$ cat src/hdl/sdmn_pkg.sv
// Shared types and constants for the second-derivative min/max normalizer.
// Used by the front, queue, back and top-level modules; no dependencies.
package sdmn_pkg;

  localparam int SAMPLE_W = 16;
  localparam int ENTRY_W  = SAMPLE_W + 7;       // exact stencil sum
  localparam int RANGE_W  = ENTRY_W + 1;        // unsigned max-min and d-min
  localparam int QUO_W    = 18;                 // quotient bits, holds up to 65536
  localparam int NORM_W   = 16;
  localparam int NUM_W    = RANGE_W + QUO_W;    // offset*2^17 + range
  localparam int DEN_W    = RANGE_W + 1;        // 2*range
  localparam int REM_W    = DEN_W + 1;
  localparam int STEP_W   = $clog2(QUO_W);
  localparam int QDEPTH   = 2;
  localparam int QCNT_W   = $clog2(QDEPTH + 1);

  localparam logic KIND_LOAD  = 1'b0;
  localparam logic KIND_FETCH = 1'b1;

  typedef struct packed {
    logic                       kind;
    logic signed [SAMPLE_W-1:0] sample;
    logic                       last;
  } in_item_t;

  typedef struct packed {
    logic [NORM_W-1:0] norm_value;
    logic              end_of_run;
    logic              flat;
  } out_item_t;

  // One fetch, resolved by the front and waiting for the divider.
  typedef struct packed {
    logic [RANGE_W-1:0] offset;
    logic [RANGE_W-1:0] span;
    logic               eor;
    logic               flat;
  } q_entry_t;

endpackage

$ cat src/hdl/sdmn_back.sv
// Back part: pops resolved fetches, divides (d-min)*2^16 by (max-min) with
// rounding one quotient bit per cycle, and holds the result. Uses sdmn_pkg.
module sdmn_back (
  input  logic                 clk_i,
  input  logic                 rst_ni,
  input  logic                 q_empty_i,
  input  sdmn_pkg::q_entry_t   q_head_i,
  output logic                 q_pop_o,
  output logic                 out_valid_o,
  input  logic                 out_stall_i,
  output sdmn_pkg::out_item_t  out_item_o
);

  localparam int QW = sdmn_pkg::QUO_W;
  localparam int NW = sdmn_pkg::NUM_W;
  localparam int DW = sdmn_pkg::DEN_W;
  localparam int MW = sdmn_pkg::REM_W;
  localparam int SW = sdmn_pkg::STEP_W;
  localparam int OW = sdmn_pkg::NORM_W;

  typedef enum logic [1:0] {ST_IDLE, ST_DIV, ST_OUT} state_e;

  state_e               state_q;
  logic [SW-1:0]        step_q;
  logic [MW-1:0]        rem_q;
  logic [QW-1:0]        bits_q, quo_q;
  logic [DW-1:0]        den_q;
  logic                 eor_q;
  sdmn_pkg::out_item_t  out_q;

  logic [NW-1:0]        num;
  logic [MW-1:0]        trial;
  logic                 ge;
  logic [QW-1:0]        quo_next;

  // Numerator offset*2^17 + range over 2*range gives round-half-up of offset*2^16/range.
  assign num      = {1'b0, q_head_i.offset, (QW-1)'(0)} + NW'(q_head_i.span);
  assign trial    = {rem_q[MW-2:0], bits_q[QW-1]};
  assign ge       = trial >= MW'(den_q);
  assign quo_next = {quo_q[QW-2:0], ge};

  assign q_pop_o     = (state_q == ST_IDLE) && !q_empty_i;
  assign out_valid_o = (state_q == ST_OUT);
  assign out_item_o  = out_q;

  always_ff @(posedge clk_i or negedge rst_ni) begin
    if (!rst_ni) begin
      state_q <= ST_IDLE;
      step_q  <= '0;
      rem_q   <= '0;
      bits_q  <= '0;
      quo_q   <= '0;
      den_q   <= '0;
      eor_q   <= 1'b0;
      out_q   <= '0;
    end else begin
      unique case (state_q)
        ST_IDLE: begin
          if (!q_empty_i) begin
            eor_q <= q_head_i.eor;
            if (q_head_i.flat) begin
              out_q.norm_value <= '0;
              out_q.end_of_run <= q_head_i.eor;
              out_q.flat       <= 1'b1;
              state_q          <= ST_OUT;
            end else begin
              rem_q   <= MW'(num[NW-1:QW]);
              bits_q  <= num[QW-1:0];
              den_q   <= {q_head_i.span, 1'b0};
              quo_q   <= '0;
              step_q  <= '0;
              state_q <= ST_DIV;
            end
          end
        end
        ST_DIV: begin
          rem_q  <= ge ? (trial - MW'(den_q)) : trial;
          bits_q <= {bits_q[QW-2:0], 1'b0};
          quo_q  <= quo_next;
          step_q <= step_q + SW'(1);
          if (step_q == SW'(QW - 1)) begin
            // Saturate: an entry equal to max lands on 65536.
            out_q.norm_value <= (quo_next[QW-1:OW] != '0) ? '1 : quo_next[OW-1:0];
            out_q.end_of_run <= eor_q;
            out_q.flat       <= 1'b0;
            state_q          <= ST_OUT;
          end
        end
        ST_OUT: begin
          if (!out_stall_i) state_q <= ST_IDLE;
        end
        default: state_q <= ST_IDLE;
      endcase
    end
  end

endmodule

$ cat config.mk
export PLATFORM = sky130hd
export DESIGN_NAME = sdmn_back
export DESIGN_NICKNAME = d
export VERILOG_FILES = /design/src/hdl/sdmn_pkg.sv /design/src/hdl/sdmn_back.sv
export SDC_FILE = /design/constraint.sdc
export NUM_CORES = 1
export LEC_CHECK = 0
export ABC_AREA = 0
export BUFFER_PORTS_ARGS = -buffer_cell sky130_fd_sc_hd__buf_2
export CAP_MARGIN = 15
export CORE_MARGIN = 2
export CORE_UTILIZATION = 60
export CTS_CLUSTER_DIAMETER = 150
export DETAILED_ROUTE_END_ITERATION = 10
export PLACE_DENSITY = 0.82
export SYNTH_ARGS = -nofsm -noshare
export SYNTH_HDL_FRONTEND = slang
export SYNTH_SLANG_ARGS = --single-unit
$ cat constraint.sdc
create_clock -name clk_i -period 6.2 [get_ports clk_i]
set_input_delay 0.31 -clock clk_i [delete_from_list [all_inputs] [get_ports clk_i]]
set_output_delay 0.31 -clock clk_i [all_outputs]
set_load 0.02 [all_outputs]
======== After elaboration in Yosys (flattened, before gate mapping) ========
Cells that the tools add are included.
word-level totals
  register bits ........................... 110
  bits of input ports ..................... 54
  output and inout port bits .............. 20
  logic and storage cells ................. 57
cells by class
  $add $sub $neg .......................... 3
  order comparisons ....................... 1
  equality and inequality tests ........... 8
  multiplexer cells ....................... 23
  bitwise operators ....................... 2
  reductions and logical operators ........ 10
operator list
  cell                 number
  $mux 18              5
  $mux 25              3
  $pmux 18 s2          2
  $pmux 25 s2          1
  $add 41x24->42       1
  $mux 17              2
  $pmux 17 s2          1
  $ge 26x25->1         1
  $sub 25x25->25       1
  $mux 16              1
  $mux 5               2
  $ne 2x2->1 const B   5
  $pmux 5 s2           1
  $reduce_and 3->1     3
  $mux 2               4
  $pmux 2 s3           1
  $add 5x1->5 const B  1
  $eq 5x5->1 const B   1
  $reduce_and 4->1     1
  $reduce_bool 2->1    2
  $eq 2x1->1 const B   1
  $eq 2x2->1 const B   1
  $logic_not 2->1      1
  $not 1->1            2
  other kinds (3)      3

======== Depth between registers and ports, before layout ========
  word-level depth ........................ 4
  gate-level depth with buffers ........... 12

======== Worst setup path after synthesis ========
Ideal clock, no wire load.
  kind .................................... register -> register
  start ................................... register rem_q[0]
  end ..................................... register rem_q[21]
  setup time .............................. 94 ps
  arrival time ............................ 2579 ps
  path slack .............................. 3527 ps
  stages on the path, launching flop included .. 13
  clock period less this slack ............ 2673 ps
  path through ............................ dfrtp_1 > inv_1 > ha_1 > fa_1 > and2b_1 > o31ai_1 > a21oi_4 > a2111oi_4 > o41ai_2 > nand3_2 > a31oi_1 > o31ai_1 > a211oi_1
on the way
  longest elaborated chain between the ends .. 3
  elaborated cells between the ends (all ways) .. 4
  those cells by class .................... add/sub: 1; order compare: 1; mux: 2
RTL lines
  what                                                   line                              text
  start, declared                                        sdmn_back.sv:25                   logic [MW-1:0] rem_q;
  start signal, assigned                                 sdmn_back.sv:67                   rem_q <= MW'(num[NW-1:QW]);
  start signal, assigned                                 sdmn_back.sv:77                   rem_q <= ge ? (trial - MW'(den_q)) : trial;
  $sub 25x25->25 / $ge 26x25->1 (equally long branches)  sdmn_back.sv:77, sdmn_back.sv:39
  $mux 25 *                                              sdmn_back.sv:77
  $pmux 25 s2 *                                          sdmn_back.sv:57                   unique case (state_q)
Every way passes the cells marked *; elsewhere a longest branch is shown, timed or not.
A chain may end at the register's enable or synchronous reset.

======== Final worst setup path ========
  start ................................... register rem_q[23]
  end ..................................... register rem_q[23]
on the way
  longest elaborated chain between the ends .. 3
RTL lines
  what          line             text
  $ge 26x25->1  sdmn_back.sv:39  assign ge = trial >= MW'(den_q);
  $mux 25       sdmn_back.sv:77
  $pmux 25 s2   sdmn_back.sv:57
No other way between the ends.

==> run summary <==
In the synthesized netlist the dominant register cell turns out to be dfrtp_1. In the routed design, unresolved DRC markers number 0. The final setup violation count came out at 0. Cell with the biggest individual delay on the critical path: a31oi_4. The tools report the root buffer selected by CTS as clkbuf_8.

Sequential elements use 43.5% of the synthesized area. Summing the areas of all compound-gate instances in the mapped netlist gives 22.4% of the synthesized area. The clock sink count came out at 110. The tools report the pin count of the biggest net entering global routing as 77. The worst setup path is captured at a flip-flop. Compared with the post-synthesis result, the final layout area differs by 11.0%. Clock latency on the worst-skew pair, taken at its later pin, is 0.39 ns.

74 I/O pins were placed. The area of the placeable core is 0.0103 sq mm. The final critical path takes up 54.8% of the cycle. The placer congestion estimate is 0.953, and the maximum cell stage delay along the critical path is 0.84 ns. For the worst endpoint required time, the log shows 6.47 ns. The largest fanout of any net on the critical path works out to 36. The static leakage was 3.31 nW.

Of the total synthesized cell area, the portion taken by AND, OR, NAND and NOR gates is 15.8%. The sum of overflow across all layers after global routing came out at 0. After the last flow step, the layout net total stands at 838. The tools report the area of all placed cells without fillers as 0.00703 sq mm. The routed layout has 5308 vias.

Worst setup path startpoint: rem_q[23]. The repair_antennas step left the layout with diodes totalling 0. The maximum count of clock buffers along a single path came out at 2. Once detail routing completed, the nets flagged for antenna violations numbered 0. The post-synthesis area per instance is 9.19 sq um, and the total global-route track usage is 27.7%. Flip-flop and latch count after synthesis: 110. The most common cell after layout, fill and taps aside was dfrtp_1.

Counting instances, the worst hold path has a depth of 3. The first-pass GRT wire length is 24.9 mm, and the number of library cell types mapped by synthesis is 66. The flow ran to the end, and the final reports show no timing, DRC or antenna violations. Clock tree synthesis inserted a total of 9 buffers. The critical path ends at rem_q[23]. Ranked by total cell area, the synthesized netlist is headed by dfrtp_1 (43%), ha_1 (6.5%), nand2_1 (6.1%). The number of cells on the worst reg-to-reg path is 10. Post-CTS resize count: 0. The path class of the tightest hold or removal check is in2reg.

The synthesized netlist devotes 5.67% of its cell area to XOR and XNOR gates. For the setup total negative slack, the log shows 0 ns. The final max-slew violation count was 0; the vias per cell was 5.96. After detailed routing, the average wire length per cell comes to 16.9 microns. The number of antenna violations at the first check in global routing was 0; the die span in x was 107 microns. The count of flip-flops with a built-in enable after synthesis is 0, and the post-synthesis net count is 778.

After clock tree synthesis, the clock-pin slew on the worst setup and hold paths is 0.11 ns. Walking the worst path, the cells encountered are ha_1 > nor2b_1 > nand3_1 > nor4_1 > a31oi_2 > o21a_1 > a31oi_4 > or3b_1 > mux2i_1 > nor2_1. Subtracting the final worst setup slack from the clock period gives 3.40 ns. The synthesized design devotes to its leading area cell type 43.5% of total area.

The final hold violation count came out at 0. The synthesized design spends more area on one cell type than any other, namely dfrtp_1. The startpoint identified for the worst register-to-register timing path is rem_q[23]. The top cell types in the final layout, fill and taps aside, are dfrtp_1 (110), nand2_1 (103), buf_2 (72).

Setup repair after global routing left no endpoint under its margin. Post-synthesis adder-cell area fraction: 7.16%. The run gives 0 as the max capacitance violation total.

The count of buffers added on input and output ports is 73. Power spread over the standard cell area amounts to 634 mW/mm^2. Summing every instance area after synthesis gives 0.00633 sq mm.

Area of the die: 0.0114 sq mm. The HPWL after detailed placement is 10.7 mm. The tools report the number of hold-repair buffers added at the cts stage as 1. Synthesis handed over a netlist of 689 instances.

Maximum clock rate: 294 MHz. Across all register-to-register paths, the minimum setup slack is 2.80 ns. By area, the combinational part of the netlist is dominated by compound AO/OA/AOI/OAI gates. The tools report the count of TritonRoute iterations in the first routing pass as 6. Initial standard-cell utilization of the core: 61.6%. The number of warnings issued by yosys came out at 0. The post-CTS repair timing setup buffer count was 0; the die boundary height was 107 microns.

The overall power of the completed layout is 4.46 mW, and the peak supply drop is 0.321 mV. The reg-to-reg endpoint was rem_q[23]. The final layout contains routed wiring with a total length of 15.0 mm. The post-route netlist has 15.4% of its cells at a drive strength greater than 1. Placed standard-cell area: 0.00680 sq mm. The clock tree synthesis step divided the H-tree into 3 levels.

The fill cell instance count of the final layout was 852. The run gives 350 as the number of design-rule violations left by the first detailed-router iteration. Startpoint kind of the worst setup timing path: a flip-flop. The share of async-settable or async-resettable flops after synthesis was 100%; the remaining max-slew budget at the tightest pin was 27.6%. The number of global-route vias before repair came out at 5086. By startpoint and endpoint, the worst setup path is classified as reg2reg.

For the final database, setup skew stands at 0.0142 ns. TritonCTS built the clock tree. Total number of placement rows: 37. The portion of synthesized area spent on multiplexers is 1.60%.

The minimum hold slack is 0.127 ns. The run gives 3.67 ns as the arrival time at the worst endpoint. The final core area utilization is 68.4%. At the pin with the least slew margin, the transition time is 1.09 ns.
[power by group]
| group | leakage [nW] | switching (mW) | internal [mW] | total (mW) |
|---|---|---|---|---|
| clock network | 0.107 | 0.268 | 0.206 | 0.474 |
| logic | 1.82 | 1.61 | 1.12 | 2.73 |
| registers | 1.38 | 0.209 | 1.05 | 1.25 |
| total | 3.31 | 2.09 | 2.37 | 4.46 |
[sequential cells by signal (all words and copies together) (netlist names)]
register	cells
out_item_o	18
step_q	5
eor_q	1
state_q	2
quo_q	17
bits_q	18
rem_q	25
den_q	24
[synth_stat cells (10+ instances only)]
library cell and number:
dfrtp_1 110, nand2_1 103, o21ai_0 62, nor2_1 49
ha_1 33, inv_1 33, a21oi_1 32, clkbuf_1 26
xor2_1 22, a22oi_1 21, xnor2_1 19, a22o_1 18
o22ai_1 13, nor2b_1 10, o21ai_1 10
[layout make-up]
cell class	count	area [sq um]	share of cell area [%]
inverters	33	124	1.76
flip-flops and latches	110	2750	39.2
clock buffers	10	138	1.96
clock inverters	6	77.6	1.10
repair buffers	80	423	6.02
well taps	136	170	2.42
multi-input cells	515	3340	47.6
[worst max-delay path, delay by kind of cell (launching register included)]
kind | cells | cell delay, ns
AO/OA/AOI/OAI | 3 | 1.25
adder cells (fa/ha/maj) | 1 | 0.33
flip-flops | 1 | 0.42
multiplexers | 1 | 0.14
AND/OR/NAND/NOR | 5 | 1.12
[how the worst min path moves through the flow]
stage | slack [ns] | start | to
2_1_floorplan | 0.01 | rst_ni | bits_q[0]
3_3_place_gp | 0.29 | rst_ni | step_q[4]
3_5_place_dp | 0.29 | rst_ni | step_q[3]
4_1_cts | 0.12 | q_head_i[7] | bits_q[5]
5_1_grt | 0.14 | q_head_i[7] | bits_q[5]
6_report | 0.13 | q_head_i[7] | bits_q[5]
[metal layers]
| layer | wire, microns | vias to the layer above | track usage, % | share of wire, % |
|---|---|---|---|---|
| li1 | - | 2551 | - | - |
| met2 | 7050 | 169 | 44.9 | 47 |
| met1 | 6760 | 2553 | 37.2 | 45 |
| met5 | 0 | - | 0 | 0 |
| met4 | 437 | 0 | 11.6 | 2.9 |
| met3 | 782 | 35 | 4.32 | 5.2 |
[cells by family (layout without fill, tap and decap cells)]
group	Yosys count	after routing
AND/OR/NAND/NOR	219	219
AO/OA/AOI/OAI	210	210
flip-flops	110	110
buffers and inverters	64	129
XOR/XNOR	41	41
adder cells (fa/ha/maj)	35	35
multiplexers	10	10
[per-stage QoR]
stage | setup slack, ns | cells
after CTS | 2.82 | 890
after detailed placement | 2.85 | 873
after global routing | 2.60 | 890
after floorplan | 3.53 | 689
after global placement | 2.94 | 873
final | 2.80 | 890
Note: power is estimated with default switching activity, not from simulation.
