`src/hdl/sdmn_pkg.sv`:
```
// Shared types and constants for the second-derivative min/max normalizer.
// Used by the front, queue, back and top-level modules; no dependencies.
package sdmn_pkg;

  localparam int SAMPLE_W = 16;
  localparam int ENTRY_W  = SAMPLE_W + 7;       // exact stencil sum
  localparam int RANGE_W  = ENTRY_W + 1;        // unsigned max-min and d-min
  localparam int QUO_W    = 18;                 // quotient bits, holds up to 65536
  localparam int NORM_W   = 16;
  localparam int NUM_W    = RANGE_W + QUO_W;    // offset*2^17 + range
  localparam int DEN_W    = RANGE_W + 1;        // 2*range
  localparam int REM_W    = DEN_W + 1;
  localparam int STEP_W   = $clog2(QUO_W);
  localparam int QDEPTH   = 2;
  localparam int QCNT_W   = $clog2(QDEPTH + 1);

  localparam logic KIND_LOAD  = 1'b0;
  localparam logic KIND_FETCH = 1'b1;

  typedef struct packed {
    logic                       kind;
    logic signed [SAMPLE_W-1:0] sample;
    logic                       last;
  } in_item_t;

  typedef struct packed {
    logic [NORM_W-1:0] norm_value;
    logic              end_of_run;
    logic              flat;
  } out_item_t;

  // One fetch, resolved by the front and waiting for the divider.
  typedef struct packed {
    logic [RANGE_W-1:0] offset;
    logic [RANGE_W-1:0] span;
    logic               eor;
    logic               flat;
  } q_entry_t;

endpackage

```
`src/hdl/sdmn_queue.sv`:
```
// Short FIFO of resolved fetches between the front and the divider back end.
// Uses sdmn_pkg for the entry type and depth.
module sdmn_queue (
  input  logic                        clk_i,
  input  logic                        rst_ni,
  input  logic                        push_i,
  input  sdmn_pkg::q_entry_t          entry_i,
  input  logic                        pop_i,
  output sdmn_pkg::q_entry_t          head_o,
  output logic                        empty_o,
  output logic [sdmn_pkg::QCNT_W-1:0] count_o
);

  localparam int PTR_W = $clog2(sdmn_pkg::QDEPTH);

  sdmn_pkg::q_entry_t              slot_q [sdmn_pkg::QDEPTH];
  logic [PTR_W-1:0]                wr_ptr_q, rd_ptr_q;
  logic [sdmn_pkg::QCNT_W-1:0]     count_q;

  always_ff @(posedge clk_i or negedge rst_ni) begin
    if (!rst_ni) begin
      wr_ptr_q <= '0;
      rd_ptr_q <= '0;
      count_q  <= '0;
    end else begin
      if (push_i) wr_ptr_q <= wr_ptr_q + PTR_W'(1);
      if (pop_i)  rd_ptr_q <= rd_ptr_q + PTR_W'(1);
      case ({push_i, pop_i})
        2'b10:   count_q <= count_q + sdmn_pkg::QCNT_W'(1);
        2'b01:   count_q <= count_q - sdmn_pkg::QCNT_W'(1);
        default: count_q <= count_q;
      endcase
    end
  end

  always_ff @(posedge clk_i) begin
    if (push_i) slot_q[wr_ptr_q] <= entry_i;
  end

  assign head_o  = slot_q[rd_ptr_q];
  assign empty_o = (count_q == '0);
  assign count_o = count_q;

endmodule

```
`config.mk`:
```
export PLATFORM = sky130hd
export DESIGN_NAME = sdmn_queue
export DESIGN_NICKNAME = d
export VERILOG_FILES = /design/src/hdl/sdmn_pkg.sv /design/src/hdl/sdmn_queue.sv
export SDC_FILE = /design/constraint.sdc
export NUM_CORES = 1
export LEC_CHECK = 0
export CAP_MARGIN = 20
export CORE_ASPECT_RATIO = 2
export CORE_MARGIN = 5
export CORE_UTILIZATION = 67
export DETAILED_ROUTE_END_ITERATION = 7
export DONT_BUFFER_PORTS = 1
export PLACE_DENSITY = 0.83
export SYNTH_ARGS = -nofsm -noshare
export SYNTH_HDL_FRONTEND = slang
export SYNTH_SLANG_ARGS = --single-unit
```
`constraint.sdc`:
```
create_clock -name clk_i -period 7.15 [get_ports clk_i]
set_clock_uncertainty 0.1 [all_clocks]
set_input_delay 1.43 -clock clk_i [delete_from_list [all_inputs] [get_ports clk_i]]
set_output_delay 1.43 -clock clk_i [all_outputs]
set_load 0.05 [all_outputs]
```
# ---- Word-level counts from Yosys, hierarchy flattened
# Memory sizes are Yosys's and may differ from the RTL's.
# Cells that the tools add are included.
dict set report word_totals {
  inputBits 54
  latch_bits 0
  ramBits 100
  word_cells 15
  register_bits 4
  mem_count 1
  rom_bits 0
  out_inout_bits 53
}
# memory depth word_bits read_ports rd_clocked_by_memory_dff write_ports line_no
set mem_list {}
lappend mem_list {slot_q 2 50 1 0 1 sdmn_queue.sv:16} ;# sdmn_pkg::q_entry_t slot_q [sdmn_pkg::QDEPTH];
dict set report classes {
  eq_ne 2
  muxes 3
  addsub 4
  order_cmp 0
  n_div 0
  n_bitwise 0
  mul 0
  reduce_logical 2
  n_shift 0
}
# op n
set ops {}
lappend ops {{one-hot mux 2 bit (2 select lines)} 1}
lappend ops {{adder 1 bit (second input constant)} 2}
lappend ops {{adder 2 x 1 -> 2 bit (second input constant)} 1}
lappend ops {{== test 2 x 1 -> 1 bit (second input constant)} 1}
lappend ops {{== test 2 bit (second input constant)} 1}
lappend ops {{logical NOT 2 bit} 1}
lappend ops {{two-way mux 1 bit} 2}
lappend ops {{nonzero test 2 bit} 1}
lappend ops {{subtractor 2 x 1 -> 2 bit (second input constant)} 1}

# ---- Depth between registers and ports, before layout
# Gate-level depths: netlist of run 1.
dict set report depth {
  ltp_word 2
  depth_mapped 5
  depth_no_buf 5
}

# ---- Worst setup path after synthesis of run 1
# No wires, ideal clock.
dict set report synth_path {
  path_type {input port to flip-flop}
  startpoint {input port push_i}
  endpoint {memory slot_q[0][0] in the netlist's numbering, enable pin}
  n_path_buf 0
  required_ns 6.591
  path_slack_ns 3.004
  path_stages 2
  arrival_ns 3.588
  setup_time_ns 0.459
  cell_sequence {inv_1 > nor2_1}
}
dict set report synth_via {
  elab_chain_len 2
}
# element line_no
set synth_rtl {}
lappend synth_rtl {{start, declared} sdmn_queue.sv:6} ;# input logic push_i,
lappend synth_rtl {{two-way mux 1 bit} sdmn_queue.sv:37} ;# if (push_i) slot_q[wr_ptr_q] <= entry_i;
lappend synth_rtl {{two-way mux 1 bit (not written as such)} sdmn_queue.sv:37}
lappend synth_rtl {{end, declared} sdmn_queue.sv:16}
# Every way passes these cells.

==> impl_metrics.tcl, run 1 <==
set metrics [dict create \
    peakVddDrop_mv 0.405 \
    finalInstanceArea_um2 4340 \
    syn_area_um2 4040 \
    clock_latency_ps 330 \
    die_w_um 64.9 \
    synthTopCellsByCount "100 x edfxtp_1, 49 x mux2_4, 5 x buf_12" \
    stdcell_count 246 \
    cts_hold_repair.buffers 0 \
    post-dp-hpwl_um 4080 \
    cts.repair.resized 0 \
    path_buf_inv 0 \
    worst_ep_arrival_time_ps 1930 \
    final-hold-violation-count 0 \
    grt_max_degree 52 \
    grt_pass1_vias 1642 \
    relSlewSlack_pct 37.9 \
    status "finished, final reports clean" \
    fin_nets 233 \
    antenna_found_initial 0 \
    yosysTopAreaCell "edfxtp_1" \
    via_per_inst 6.23 \
    cts.reportedPaths.clkPinSlew_ps 60 \
    initial_core_util_pct 67.8 \
    yosys.area.top_type_share_pct 74.3 \
    drv_slew 0 \
    max_freq_ghz 0.289 \
    setup_viol 0 \
    synth-edff-count 100 \
    design.core.area_um2 5960 \
    yosysWarnings 0 \
    crit_slowest_cell "dfrtp_4" \
    gr-total-overflow 0 \
    diodes 0 \
    syn_area_per_cell_um2 23.6 \
    ys_seq_area_share_pct 76.8 \
    cts.sinks 104 \
    max_cap_violations 0 \
    postRouteAntennaNets 0 \
    critPathMaxStageDelay_ps 1040 \
    dp_cells 229 \
    rsz0062_at_grt "no" \
    layout-area-overhead-vs-synth_pct 7.34 \
    grt_usage_pct 16.5 \
    yosysMostFrequentCell "edfxtp_1" \
    final-seq-area_um2 3110 \
    drt_iter0_drc 76 \
    cts_setup_buffers 0 \
    cp-end-kind "primary output" \
    tightest_slew_ps 932 \
    rows 40 \
    cts_tree "built" \
    via_count 1533 \
    start_kind "flop" \
    min_path_type "reg -> reg" \
    use_met2_pct 28.5 \
    die_h_um 120 \
    fill_cells 336 \
    gr-max-usage-layer "met2" \
    worstPathMaxFanout 51 \
    io_buffers 0 \
    drt-total-wl_um 6050 \
    grt_pass1_wl_um 9000 \
    place_area_um2 4030 \
    post-route-min-period_ps 3460 \
    htree_levels 3 \
    io_pins 107 \
    place.gp.congestion 0.621 \
    path_cells "mux2_2" \
    die_area_um2 7780 \
    routedWlPerCell_um 24.6 \
    cts_buffers 9 \
    global_route.usage.met3_pct 9.64 \
    timing.hold.ws_ps 455 \
    power_uw 2210 \
    multi_input_area_um2 830 \
    yosys-top-cells-area "edfxtp_1 74%, mux2_4 18%, buf_12 2.5%" \
    fin_setup_tns_ps 0 \
    drc 0 \
    synth-seq-cells 104 \
    root_buffer "clkbuf_16" \
    grt.met1_usage_pct 15.2 \
    required_ps 5620 \
    synth_ff_type "edfxtp_1" \
    synth_cells 171 \
    clock_path_buffers 2 \
    drive_above_1_share_pct 37.2 \
    criticalPathCategory "reg -> out" \
    path_delay_family "flip-flops" \
    power_density_nw_per_um2 510 \
    firstDrtPassIters 4 \
    synthesis.nets 226 \
    ys_types 12 \
    p_leak_uw 0.00157 \
    async_reset_ff_share_pct 3.85 \
    fin_crit_sh_pct 48.4 \
]
==> cells in the final DEF, fill, tap and decap left out <==
cell / count
mux2_2: 1
bufinv_16: 1
inv_1: 1
nor2_4: 1
clkbuf_16: 9
xor2_1: 3
buf_12: 1
and2_2: 1
clkbuf_1: 1
nor2_1: 2
mux2_4: 49
edfxtp_1: 100
clkinvlp_4: 3
dfrtp_4: 1
ha_1: 1
dfrtp_1: 3
xnor2_1: 2
clkinv_1: 2
buf_4: 1
==> cell type report <==
type / instances / share of cell area [%]
clock buffers: 10 / 5.28
clock inverters: 6 / 1.39
inverters: 1 / 0.0866
multi-input cells: 60 / 19.1
flip-flops and latches: 104 / 71.7
well taps: 63 / 1.82
repair buffers: 2 / 0.635
==> kinds of logic after synthesis <==
family                     synth area share (%)
xor gates and xnor gates                   1.08
adders and majority gates                 0.310
buffers and inverters                      2.85
DFF                                        76.8
muxes                                      18.5
and+or+nand+nor                           0.434
==> where the power goes <==
part / internal, uW / leakage [uW] / total (uW) / switching (uW)
Sequential: 811 / 0.000984 / 948 / 137
Clock: 268 / 0.000130 / 454 / 186
Combinational: 247 / 0.000461 / 807 / 561
==> per-stage QoR <==
| step | setup WS (ps) | util [%] |
|---|---|---|
| after floorplan | 3000 | - |
| after global placement | 4070 | 67.6 |
| after detailed placement | 4020 | 67.6 |
| after CTS | 3660 | 72.5 |
| after global routing | 3610 | 72.8 |
| final | 3690 | 72.8 |
==> worst reg2reg max path, stage by stage (launching register included) <==
cell and delay (ps):
dfrtp_1 430, nor2_4 600, buf_4 460
==> registers in the layout, indices dropped and copies added (netlist names) <==
| name | count |
|---|---|
| count_o | 2 |
| wr_ptr_q | 1 |
| slot_q | 100 |
| rd_ptr_q | 1 |
==> worst paths after layout <==
| check | start | to | slack [ps] | cells past startpoint |
|---|---|---|---|---|
| max reg2reg | wr_ptr_q | slot_q[0][42] | 5210 | 2 |
| min in group asynchronous | rst_ni | rd_ptr_q | 690 | 0 |
| min | wr_ptr_q | wr_ptr_q | 450 | 1 |
| max | rd_ptr_q | head_o[34] | 3690 | 1 |
| max in group asynchronous | rst_ni | rd_ptr_q | 6180 | 0 |
| min reg2reg | wr_ptr_q | wr_ptr_q | 450 | 1 |
==> routing by layer <==
metal / part of all wire (%) / vias up
li1: - / 676
met1: 30 / 780
met2: 56 / 70
met3: 12 / 7
met4: 1.4 / 0
met5: 0 / -
(Power assumes the default switching activity.)
==> run 2: changes to the inputs <==
- CORE_UTILIZATION: 67 -> 56
- PLACE_DENSITY: 0.83 -> 0.74
- clock period: 7.15 -> 3.1 ns (I/O delays scaled with it)
==> run 2 against run 1 <==
Via count is 2.5% higher. Utilization decreased by 9.7 points. Final cell count grew 13%. Critical path type unchanged. Non-clock buffer count increased by 6.
==> impl_metrics.tcl, run 2 (synthesis gave the netlist of run 1 again) <==
set metrics [dict create \
    fill_cells 493 \
    via_count 1571 \
    worst_ep_arrival_time_ps 1980 \
    rows 43 \
    layout_common_cells "100 x edfxtp_1, 49 x mux2_4, 9 x clkbuf_16, 7 x buf_4" \
    io_pins 107 \
    post-route-min-period_ps 2700 \
    via_per_inst 5.63 \
    cp_num_cells 2 \
    r2r_cells 2 \
    criticalPathCategory "reg -> out" \
    grt_max_degree 41 \
    cts_buffers 9 \
    rsz0062_at_grt "no" \
    cts.reportedPaths.clkPinSlew_ps 70 \
    critPathMaxStageDelay_ps 920 \
    max_cap_violations 0 \
    cp-end-kind "primary output" \
    root_buffer "clkbuf_16" \
    drt-total-wl_um 6470 \
    top_register "slot_q" \
    htree_levels 3 \
    initial_core_util_pct 57.7 \
    fin_util_pct 63.1 \
    cts.sinks 104 \
    setup_viol 0 \
    tightest_slew_ps 734 \
    required_ps 2380 \
    diodes 0 \
    post-dp-hpwl_um 4790 \
    path_cells "buf_4, mux2_4" \
    design.core.area_um2 6990 \
    status "finished, final reports clean" \
    holdPathStages 1 \
    die_w_um 70.1 \
    firstDrtPassIters 4 \
    largest_reg_flops 100 \
    die_area_um2 9110 \
    crit_end "head_o[1]" \
    drv_slew 0 \
    fin_nets 239 \
    drt_iter0_drc 59 \
    grt_pass1_vias 1731 \
    clock_latency_ps 330 \
    die_h_um 130 \
    path_delay_family "flip-flops" \
    r2r_end "slot_q[0][10]" \
    min-delay-start "pop_i" \
    drive_above_1_share_pct 40.2 \
    final_common_cell "edfxtp_1" \
    start_kind "flop" \
    max_freq_ghz 0.371 \
    grt_usage_pct 14.6 \
    place.gp.congestion 0.713 \
    r2r_setup_slack_ps 1310 \
    power_density_nw_per_um2 1170 \
    p_leak_uw 0.00162 \
    antenna_found_initial 0 \
    gr-total-overflow 0 \
    clock_path_buffers 2 \
    final-hold-violation-count 0 \
    worstPathMaxFanout 40 \
    path_buf_inv 1 \
    cts_tree "built" \
    min_path_type "in -> reg" \
    relSlewSlack_pct 51.1 \
    routedWlPerCell_um 23.2 \
    crit_slowest_cell "dfrtp_4" \
    cts_setup_buffers 0 \
    layout-area-overhead-vs-synth_pct 9.23 \
    fin_crit_sh_pct 86.9 \
    peakVddDrop_mv 0.806 \
    cts.repair.resized 0 \
    postRouteAntennaNets 0 \
    io_buffers 0 \
    drc 0 \
    cts_hold_repair.buffers 1 \
    fin_setup_tns_ps 0 \
    grt_pass1_wl_um 9540 \
    worstReg2RegStart "wr_ptr_q" \
    setup.worst_path.start "rd_ptr_q" \
]
## run 2: cell types whose count changed in the layout (fill, tap and decap cells not counted), moves of 2 or more
| cell | change |
|---|---|
| buf_4 | +6 |
| clkinv_1 | -2 |
| clkinv_2 | +3 |
| clkinv_4 | +2 |
| clkinvlp_4 | -3 |
## run 2: cell type report
class	instances	area, um2	area share, %
Inverter	1	3.75	0.0851
Sequential cell	104	3110	70.4
Clock inverter	7	71.3	1.62
Multi-Input combinational cell	60	830	18.8
Timing Repair Buffer	8	62.6	1.42
Clock buffer	9	225	5.10
Tap cell	90	113	2.55
## run 2: stage by stage
step / total power (uW) / cell area (um2) / instances / hold slack, ps / setup slack [ps]
2_1_floorplan: 4030 / 4040 / 171 / 224 / 625
6_report: 5150 / 4410 / 279 / 268 / 405
3_5_place_dp: 4130 / 4110 / 262 / 225 / 747
3_3_place_gp: 4070 / 4110 / 262 / 225 / 790
4_1_cts: 5200 / 4410 / 279 / 260 / 380
5_1_grt: 5330 / 4410 / 279 / 250 / 325
## run 2: report_power, final
part / internal, uW / total, uW / switching, uW
clock network: 626 / 1070 / 445
logic: 586 / 1920 / 1340
registers: 1870 / 2150 / 282
## run 2: worst min path at each step
| stage | end | slack, ps |
|---|---|---|
| finish | rd_ptr_q | 270 |
| global route | wr_ptr_q | 250 |
| floorplan | count_o[0] | 220 |
| detailed placement | count_o[1] | 220 |
| CTS | rd_ptr_q | 260 |
| global placement | wr_ptr_q | 220 |
## run 2: routing by layer
layer | up-vias | GRT usage (%) | wire (um)
li1 | 692 | - | -
met1 | 785 | 12.5 | 1870
met2 | 80 | 25.9 | 3670
met3 | 14 | 9.10 | 746
met4 | 0 | 7.11 | 180
met5 | - | 0 | 0
==> run 3: changes to the inputs <==
- ABC_AREA: unset -> 1
==> run 3 against run 2 <==
Global-route usage about the same. Die area grew 1.2%. First-iteration DRC count is 86% higher. Cell area rose by 4.0%. Critical path depth unchanged. Largest cell class unchanged.
==> impl_metrics.tcl, run 3 <==
set metrics [dict create \
    min_path_type "in -> reg" \
    path_delay_family "compound AO/OA/AOI/OAI gates" \
    via_count 1996 \
    max_cap_violations 0 \
    cts.repair.resized 0 \
    antenna_found_initial 0 \
    synth_ff_type "edfxtp_1" \
    layout_common_cells "100 x edfxtp_1, 55 x inv_1, 55 x nand2_1, 40 x o21ai_2, 12 x buf_4" \
    yosys-top-cells-area "edfxtp_1 73%, o21ai_2 8.6%, inv_1 5.1%" \
    via_per_inst 5.03 \
    yosysWarnings 0 \
    tightest_slew_ps 653 \
    grt_pass1_vias 2065 \
    rows 44 \
    criticalPathCategory "reg -> out" \
    final-hold-violation-count 0 \
    path_cells "buf_4, o21ai_2" \
    diodes 0 \
    fin_util_pct 63.6 \
    cts.reportedPaths.clkPinSlew_ps 60 \
    required_ps 2380 \
    post-dp-hpwl_um 4570 \
    synthesis.nets 339 \
    drv_slew 0 \
    status "finished, final reports clean" \
    cts_tree "built" \
    htree_levels 3 \
    stdcell_count 397 \
    path_buf_inv 1 \
    ys_seq_area_share_pct 75.8 \
    drive_above_1_share_pct 23.6 \
    post-route-min-period_ps 2360 \
    die_w_um 70.5 \
    clock_latency_ps 320 \
    synth-edff-count 100 \
    worst_ep_arrival_time_ps 1640 \
    cp-end-kind "primary output" \
    design.core.area_um2 7210 \
    die_h_um 131 \
    place.gp.congestion 0.729 \
    max_freq_ghz 0.423 \
    crit_slowest_cell "o21ai_2" \
    worstPathMaxFanout 37 \
    drc 0 \
    io_pins 107 \
    largest_reg_flops 100 \
    grt_max_degree 63 \
    fin_crit_sh_pct 76.3 \
    cts.sinks 104 \
    syn_area_per_cell_um2 14.4 \
    yosysMostFrequentCell "edfxtp_1" \
    top_register "slot_q" \
    cts_buffers 9 \
    ys_types 14 \
    dp_cells 380 \
    postRouteAntennaNets 0 \
    yosysTopAreaCell "edfxtp_1" \
    syn_area_um2 4090 \
    rsz0062_at_grt "no" \
    relSlewSlack_pct 56.4 \
    start_kind "flop" \
    drt_iter0_drc 110 \
    firstDrtPassIters 4 \
    final_common_cell "edfxtp_1" \
    root_buffer "clkbuf_16" \
    layout-area-overhead-vs-synth_pct 12.1 \
    fin_nets 355 \
    grt_pass1_wl_um 9890 \
    grt_usage_pct 14.6 \
    initial_core_util_pct 56.8 \
    fill_cells 540 \
    async_reset_ff_share_pct 3.85 \
    die_area_um2 9220 \
    io_buffers 0 \
    critPathMaxStageDelay_ps 540 \
    synthTopCellsByCount "100 x edfxtp_1, 56 x inv_1, 55 x nand2_1" \
    routedWlPerCell_um 16.1 \
    setup_viol 0 \
    yosys.area.top_type_share_pct 73.3 \
    synth_cells 284 \
    drt-total-wl_um 6400 \
    fin_setup_tns_ps 0 \
    synth-seq-cells 104 \
    clock_path_buffers 2 \
    gr-total-overflow 0 \
]
-- run 3: changes by cell type after synthesis, moves of 5 or more --
cell,delta
inv_1,+55
nand2_1,+55
mux2_4,-49
o21ai_2,+40
o21ai_0,+10
buf_6,+9
buf_12,-5
-- run 3: cells by family after synthesis --
family	share of synthesized area, %
fa+ha+maj	0.306
xor+xnor	0.642
simple gates	5.50
flops	75.8
buf+inv	7.98
compound gates	9.78
-- run 3: worst paths after layout --
check / to / cells after the start / slack (ps) / startpoint
max in group asynchronous: rd_ptr_q / 1 / 2220 / rst_ni
worst min register to register: wr_ptr_q / 1 / 450 / wr_ptr_q
min in group asynchronous: count_o[1] / 1 / 480 / rst_ni
worst max register to register: slot_q[0][1] / 2 / 1420 / wr_ptr_q
worst max-delay path: head_o[33] / 2 / 740 / rd_ptr_q
worst min-delay path: rd_ptr_q / 1 / 280 / pop_i
-- run 3: cell type report --
| cell class | count | area (um2) | area share [%] |
|---|---|---|---|
| multi-input cells | 113 | 672 | 14.6 |
| flip-flops and latches | 104 | 3110 | 67.7 |
| clock buffers | 13 | 260 | 5.67 |
| clock inverters | 3 | 65.1 | 1.42 |
| repair buffers | 16 | 160 | 3.49 |
| inverters | 56 | 210 | 4.58 |
| well taps | 92 | 115 | 2.51 |
-- run 3: per-layer routing --
metal	vias up	share of wire (%)	wire, um	track usage (%)
li1	992	-	-	-
met1	933	31	1980	13.6
met2	61	59	3760	26.6
met3	10	8.3	534	5.51
met4	0	2.1	137	8.35
met5	-	0	0	0
-- run 3: through the flow --
step | hold slack [ps] | cell area, um2 | worst slack (ps)
after global routing | 265 | 4590 | 682
final | 277 | 4590 | 735
after CTS | 260 | 4590 | 717
after floorplan | 224 | 4100 | 625
after detailed placement | 225 | 4250 | 1080
after global placement | 225 | 4250 | 1090
-- run 3: timing repair --
item	in CTS	in global routing
endpoints found under the hold margin	4	0
buffers inserted	0	0
endpoints found under the setup margin	0	0
hold buffers	1	0
Power of run 3 is left out: the tool's default activity adds up to more than one toggle a clock period on the data nets, which glitch-free logic cannot reach.
